==> src/rtl/multiqueue_dary_heap_engine_defines.svh <==
// ----------------------------------------------------------------------------
// Multiqueue heap engine assertion macros
// Shared clocked assertion forms, empty under synthesis.
// ----------------------------------------------------------------------------
`ifndef MULTIQUEUE_DARY_HEAP_ENGINE_DEFINES_SVH
`define MULTIQUEUE_DARY_HEAP_ENGINE_DEFINES_SVH
`ifndef SYNTH
`define MDH_ASSERT(lbl, clk, rst_n, prop, msg) \
  lbl: assert property (@(posedge clk) disable iff (!rst_n) prop) else $error(msg);
`define MDH_ASSERT_NEVER(lbl, clk, rst_n, expr, msg) \
  lbl: assert property (@(posedge clk) disable iff (!rst_n) !(expr)) else $error(msg);
`else
`define MDH_ASSERT(lbl, clk, rst_n, prop, msg)
`define MDH_ASSERT_NEVER(lbl, clk, rst_n, expr, msg)
`endif
`endif

==> src/rtl/mdh_pkg.sv <==
// ----------------------------------------------------------------------------
// mdh_pkg
// Constants, codes and types of the multiqueue heap engine.
// ----------------------------------------------------------------------------
`default_nettype none
package mdh_pkg;
  localparam int NUM_HEAPS    = 8;
  localparam int HEAP_DEPTH   = 256;
  localparam int HEAP_ARITY   = 8;
  localparam int HANDLE_WIDTH = 16;
  localparam int PRIO_W       = 16;
  localparam int HEAPW        = $clog2(NUM_HEAPS);
  localparam int IDXW         = $clog2(HEAP_DEPTH);
  localparam int CNTW         = $clog2(HEAP_DEPTH + 1);
  localparam int ADDRW        = HEAPW + IDXW;
  localparam int CIDXW        = IDXW + $clog2(HEAP_ARITY) + 1;
  localparam int CCNTW        = $clog2(HEAP_ARITY + 1);
  localparam int SLOT_W       = HANDLE_WIDTH + PRIO_W;
  localparam int MEM_DEPTH    = NUM_HEAPS * HEAP_DEPTH;

  localparam logic [PRIO_W-1:0] EMPTY_PRIO = 16'h7fff;

  localparam logic [1:0] CMD_INSERT = 2'd0;
  localparam logic [1:0] CMD_DELETE = 2'd1;
  localparam logic [1:0] CMD_QUERY  = 2'd2;

  localparam logic [1:0] STATUS_OK    = 2'd0;
  localparam logic [1:0] STATUS_FULL  = 2'd1;
  localparam logic [1:0] STATUS_EMPTY = 2'd2;

  typedef struct packed {
    logic [HANDLE_WIDTH-1:0] handle;
    logic [PRIO_W-1:0]       prio;
  } slot_t;

  typedef enum logic [3:0] {
    ST_IDLE, ST_DECODE, ST_LIFT_CHK, ST_LIFT_CMP, ST_DEL_ROOT,
    ST_DEL_LAST, ST_SD_INIT, ST_SD_CHK, ST_SD_CMP
  } state_t;

  typedef enum logic [1:0] {RD_ROOT, RD_LAST, RD_PARENT, RD_CHILD} rd_sel_t;
  typedef enum logic [1:0] {WR_CUR, WR_RDATA, WR_BEST} wr_sel_t;
  typedef enum logic [2:0] {
    RES_NONE, RES_INS, RES_FULL, RES_EMPTY, RES_QUERY, RES_DEL, RES_BAD
  } res_t;

  typedef struct packed {
    logic    latch_in;
    logic    latch_pick;
    logic    mem_rd;
    rd_sel_t rd_sel;
    logic    mem_wr;
    wr_sel_t wr_sel;
    logic    ins_init;
    logic    lift_step;
    logic    got_cap;
    logic    cur_load;
    logic    cache_empty;
    logic    child_init;
    logic    child_cmp;
    logic    descend;
    logic    cache_root;
    res_t    res;
  } dp_cmd_t;

  typedef struct packed {
    logic [1:0] cmd_code;
    logic       full;
    logic       del_empty;
    logic       idx_zero;
    logic       cur_gt_rd;
    logic       last_one;
    logic       child_more;
    logic       best_none;
  } dp_stat_t;
endpackage
`default_nettype wire

==> src/rtl/mdh_ctrl.sv <==
// ----------------------------------------------------------------------------
// mdh_ctrl
// Controller: sequences insert sift-up, delete sift-down and queries.
// ----------------------------------------------------------------------------
`default_nettype none
`include "multiqueue_dary_heap_engine_defines.svh"
module mdh_ctrl (
  input  wire logic              clk,
  input  wire logic              rst_n,
  input  wire logic              start,
  output logic                   busy,
  input  wire mdh_pkg::dp_stat_t stat,
  output mdh_pkg::dp_cmd_t       cmd
);
  mdh_pkg::state_t state_r, state_nxt;

  always_ff @(posedge clk) begin
    if (!rst_n) begin
      state_r <= mdh_pkg::ST_IDLE;
    end else begin
      state_r <= state_nxt;
    end
  end

  assign busy = state_r != mdh_pkg::ST_IDLE;

  always_comb begin
    state_nxt = state_r;
    unique case (state_r)
      mdh_pkg::ST_IDLE: begin
        if (start) state_nxt = mdh_pkg::ST_DECODE;
      end
      mdh_pkg::ST_DECODE: begin
        unique case (stat.cmd_code)
          mdh_pkg::CMD_INSERT: state_nxt = stat.full ? mdh_pkg::ST_IDLE : mdh_pkg::ST_LIFT_CHK;
          mdh_pkg::CMD_DELETE: state_nxt = stat.del_empty ? mdh_pkg::ST_IDLE :
                                                            mdh_pkg::ST_DEL_ROOT;
          default:             state_nxt = mdh_pkg::ST_IDLE;
        endcase
      end
      mdh_pkg::ST_LIFT_CHK: begin
        state_nxt = stat.idx_zero ? mdh_pkg::ST_IDLE : mdh_pkg::ST_LIFT_CMP;
      end
      mdh_pkg::ST_LIFT_CMP: begin
        state_nxt = stat.cur_gt_rd ? mdh_pkg::ST_IDLE : mdh_pkg::ST_LIFT_CHK;
      end
      mdh_pkg::ST_DEL_ROOT: state_nxt = mdh_pkg::ST_DEL_LAST;
      mdh_pkg::ST_DEL_LAST: begin
        state_nxt = stat.last_one ? mdh_pkg::ST_IDLE : mdh_pkg::ST_SD_INIT;
      end
      mdh_pkg::ST_SD_INIT: state_nxt = mdh_pkg::ST_SD_CHK;
      mdh_pkg::ST_SD_CHK: begin
        if (stat.child_more) state_nxt = mdh_pkg::ST_SD_CMP;
        else if (stat.best_none) state_nxt = mdh_pkg::ST_IDLE;
        else state_nxt = mdh_pkg::ST_SD_INIT;
      end
      mdh_pkg::ST_SD_CMP: state_nxt = mdh_pkg::ST_SD_CHK;
      default: state_nxt = mdh_pkg::ST_IDLE;
    endcase
  end

  always_comb begin
    cmd        = '0;
    cmd.rd_sel = mdh_pkg::RD_ROOT;
    cmd.wr_sel = mdh_pkg::WR_CUR;
    cmd.res    = mdh_pkg::RES_NONE;
    unique case (state_r)
      mdh_pkg::ST_IDLE: begin
        cmd.latch_in = start;
      end
      mdh_pkg::ST_DECODE: begin
        cmd.latch_pick = 1'b1;
        unique case (stat.cmd_code)
          mdh_pkg::CMD_INSERT: begin
            if (stat.full) cmd.res = mdh_pkg::RES_FULL;
            else cmd.ins_init = 1'b1;
          end
          mdh_pkg::CMD_DELETE: begin
            if (stat.del_empty) begin
              cmd.res = mdh_pkg::RES_EMPTY;
            end else begin
              cmd.mem_rd = 1'b1;
              cmd.rd_sel = mdh_pkg::RD_ROOT;
            end
          end
          mdh_pkg::CMD_QUERY: cmd.res = mdh_pkg::RES_QUERY;
          default:            cmd.res = mdh_pkg::RES_BAD;
        endcase
      end
      mdh_pkg::ST_LIFT_CHK: begin
        if (stat.idx_zero) begin
          cmd.mem_wr = 1'b1;
          cmd.res    = mdh_pkg::RES_INS;
        end else begin
          cmd.mem_rd = 1'b1;
          cmd.rd_sel = mdh_pkg::RD_PARENT;
        end
      end
      mdh_pkg::ST_LIFT_CMP: begin
        cmd.mem_wr = 1'b1;
        if (stat.cur_gt_rd) begin
          cmd.res = mdh_pkg::RES_INS;
        end else begin
          cmd.wr_sel    = mdh_pkg::WR_RDATA;
          cmd.lift_step = 1'b1;
        end
      end
      mdh_pkg::ST_DEL_ROOT: begin
        cmd.got_cap = 1'b1;
        cmd.mem_rd  = 1'b1;
        cmd.rd_sel  = mdh_pkg::RD_LAST;
      end
      mdh_pkg::ST_DEL_LAST: begin
        cmd.cur_load = 1'b1;
        if (stat.last_one) begin
          cmd.cache_empty = 1'b1;
          cmd.res         = mdh_pkg::RES_DEL;
        end
      end
      mdh_pkg::ST_SD_INIT: begin
        cmd.child_init = 1'b1;
      end
      mdh_pkg::ST_SD_CHK: begin
        if (stat.child_more) begin
          cmd.mem_rd = 1'b1;
          cmd.rd_sel = mdh_pkg::RD_CHILD;
        end else if (stat.best_none) begin
          cmd.mem_wr     = 1'b1;
          cmd.cache_root = 1'b1;
          cmd.res        = mdh_pkg::RES_DEL;
        end else begin
          cmd.mem_wr     = 1'b1;
          cmd.wr_sel     = mdh_pkg::WR_BEST;
          cmd.cache_root = 1'b1;
          cmd.descend    = 1'b1;
        end
      end
      mdh_pkg::ST_SD_CMP: begin
        cmd.child_cmp = 1'b1;
      end
      default: begin
        cmd.res = mdh_pkg::RES_NONE;
      end
    endcase
  end

  `MDH_ASSERT(a_accept_decode, clk, rst_n, (state_r == mdh_pkg::ST_IDLE && start) |=> (state_r == mdh_pkg::ST_DECODE), "accepted item did not reach decode")
  `MDH_ASSERT_NEVER(a_rd_wr_excl, clk, rst_n, cmd.mem_rd && cmd.mem_wr, "heap read and write in one cycle")
  `MDH_ASSERT(a_res_ends, clk, rst_n, (cmd.res != mdh_pkg::RES_NONE) |-> (state_nxt == mdh_pkg::ST_IDLE), "result issued while work continues")
endmodule
`default_nettype wire

==> config.mk <==
export PLATFORM = sky130hd
export DESIGN_NAME = mdh_ctrl
export DESIGN_NICKNAME = d
export VERILOG_FILES = /design/src/rtl/mdh_pkg.sv /design/src/rtl/mdh_ctrl.sv
export VERILOG_INCLUDE_DIRS = /design/src /design/src/rtl
export SDC_FILE = /design/constraint.sdc
export NUM_CORES = 1
export LEC_CHECK = 0
export ABC_AREA = 1
export BUFFER_PORTS_ARGS = -buffer_cell sky130_fd_sc_hd__buf_2
export CELL_PAD_IN_SITES_DETAIL_PLACEMENT = 1
export CELL_PAD_IN_SITES_GLOBAL_PLACEMENT = 2
export CORE_ASPECT_RATIO = 1.5
export CORE_MARGIN = 2
export CORE_UTILIZATION = 20
export CTS_BUF_LIST = sky130_fd_sc_hd__clkbuf_2 sky130_fd_sc_hd__clkbuf_4 sky130_fd_sc_hd__clkbuf_8
export DETAILED_ROUTE_END_ITERATION = 7
export GPL_TIMING_DRIVEN = 0
export MAX_ROUTING_LAYER = met4
export PLACE_DENSITY_LB_ADDON = 0.1
export SYNTH_ARGS = -nofsm -noshare
export SYNTH_HDL_FRONTEND = slang
export SYNTH_SLANG_ARGS = --single-unit
==> constraint.sdc <==
create_clock -name clk -period 1.9 [get_ports clk]
set_clock_uncertainty 0.2 [all_clocks]
set_input_delay 0.19 -clock clk [delete_from_list [all_inputs] [get_ports clk]]
set_output_delay 0.19 -clock clk [all_outputs]
set_load 0.005 [all_outputs]
==> out/qor.yml <==
dieHeight_um: 65.4
die_w_um: 44.9
multi_input_comb_area_sq_um: 352
numCtsBuffers: 3
antenna_found_initial: 0
num_rows: 22
clk_pin_slew_ns: 0.03
htreeDepth: 1
rrSetupSlack_ns: 0.48
num_io_pins: 33
vias: 685
dr.pass1.iters: 4
die_area_sq_mm: 0.00294
ys_seq_area_share_pct: 15.9
largest_register_ffs: 4
rsz0062_at_grt: "false"
start_util_pct: 20.8
clk_latency_ns: 0.23
place_ws_ns: 0.325
syn_area_sq_um: 503
post-route-period-util_pct: 91.1
fmax_ghz: 0.578
reg_top3: "state_r: 4 flops"
grt_pass1_vias: 622
dpl.cell_count: 150
portBuffers: 32
critPathKind: "reg -> out"
vias_per_cell: 4.45
final_antenna_net_count: 0
placed_area_sq_um: 693
synth_area_per_cell_sq_um: 5.35
finalSetupViolCount: 0
max_cap_viol_count: 0
largest_register: "state_r"
fin_crit_ns: 1.73
finalWorstSetupSlack_ns: 0.169
drive_gt1_share_pct: 39.2
arrival_ns: 1.34
endpoint_kind: "output pin"
status: "finished, final reports clean"
fillCellCount: 345
hold_viol: 0
clock-sinks: 4
required_ns: 1.51
maxSlewHeadroom_pct: 87.2
powerDensity_mw_per_mm2: 386
synth_cells: 94
yosys_warnings: 0
drt_iter0_drc: 6
worst_pin_slew_ns: 0.192
core_sq_mm: 0.00242
cts_tree: "built"
critPathMaxFanout: 4
slew_viol_final: 0
hp-class: "in -> reg"
gr-total-overflow: 0
cts-root-buf: "clkbuf_4"
design_area_sq_um: 728
gp_congestion: 0.843
grt_max_degree: 7
clock_path_buffers: 2
fin_setup_tns_ns: 0
drt-total-wl_mm: 1.68
register_area_sq_um: 82.6
instances_no_fill: 154
hpwl_mm: 1.52
p_leak_nw: 0.492
wire_per_inst_um: 10.9
drcViolationCount: 0
num-nets-final: 144
diodes: 0
areaGrowthSynthToFinish_pct: 44.8
ys_ff_latch: 4
synthDistinctLibCells: 17
synth.net_count: 106
critPathLaunchType: "register"
grt_pass1_wl_mm: 2.64
ir_worst_vdd_uv: 309
gr-usage-all-layers_pct: 12.2
==> worst max-delay path, stage by stage, from the launching register on <==
cell	delay (ns)
dfxtp_1	0.37
inv_1	0.10
nand2_1	0.11
inv_1	0.09
nand2_1	0.08
nor2_1	0.04
a21oi_1	0.14
nand2_1	0.06
buf_2	0.12
==> report_power, final <==
group | leakage [nW] | internal (W) | total [W] | switching (W)
clock network | 0.0138 | 0.0000703 | 0.000100 | 0.0000297
registers | 0.0336 | 0.0000882 | 0.0000927 | 0.00000445
logic | 0.445 | 0.0000358 | 0.0000885 | 0.0000528
==> metrics by stage <==
stage               hold WS, ns  power, W  utilization [%]
floorplan                0.0876  0.000140                -
global placement          0.196  0.000183             28.6
detailed placement        0.202  0.000183             28.6
CTS                      0.0155  0.000292             30.0
global route             0.0500  0.000302             30.1
finish                   0.0170  0.000281             30.1
==> cells in the mapped netlist <==
cell type	number	area [sq um]
inv_1	16	60.1
nand2_4	1	11.3
nand3b_1	2	15.0
a21oi_1	3	15.0
nand2_2	3	18.8
nor3_1	2	10.0
inv_2	3	11.3
nor2_2	2	12.5
o21ai_2	2	17.5
o211ai_1	2	15.0
nand3_1	6	30.0
dfxtp_1	4	80.1
o21ai_1	1	5.00
nand2_1	21	78.8
nor2_4	3	33.8
nor2_1	21	78.8
o21ai_0	2	10.0
==> layout make-up <==
type,count,area share [%]
Multi-Input combinational cell,71,48.3
Timing Repair Buffer,33,23.4
Tap cell,24,4.12
Clock buffer,3,3.09
Sequential cell,4,11.3
Inverter,19,9.79
==> cell usage in the layout, fill, tap and decap left out <==
cell           netlist  layout
buf_2                0      32
nand2_1             21      21
nor2_1              21      21
inv_1               16      16
nand3_1              6       6
inv_2                3       3
nand2_2              3       3
nor2_4               3       3
a21oi_1              3       3
clkbuf_4             0       3
nor2_2               2       2
o21ai_2              2       2
nor3_1               2       2
o211ai_1             2       2
o21ai_0              2       2
nand3b_1             2       2
dfxtp_1              4       2
dfxtp_2              0       2
nand2_4              1       1
o21ai_1              1       1
dlygate4sd3_1        0       1
==> cell families (layout without fill, tap and decap cells) <==
logic type,after synthesis,in the layout,synth area share (%)
simple gates,61,61,57.5
buf+inv,19,55,14.2
compound gates,10,10,12.4
flops,4,4,15.9
==> timing repair <==
action	in CTS	in global routing
setup endpoints to repair	0	2
hold buffers	1	0
gates resized for setup	0	2
setup buffers	0	0
endpoints found under the hold margin	1	0
==> metal layers <==
metal	global-route usage (%)	routed length [um]	part of all wire (%)
met5	-	0	0
met4	3.31	0	0
met3	0	90	5.3
met2	23.4	974	58
met1	13.2	618	37
==> worst paths after layout <==
check                   from    endpoint  cells past startpoint
setup / recovery  state_r[1]      cmd[0]                      8
hold / removal         start  state_r[0]                      3
setup reg to reg  state_r[0]  state_r[1]                      7
hold reg to reg   state_r[3]  state_r[0]                      3
(Power assumes the default switching activity.)
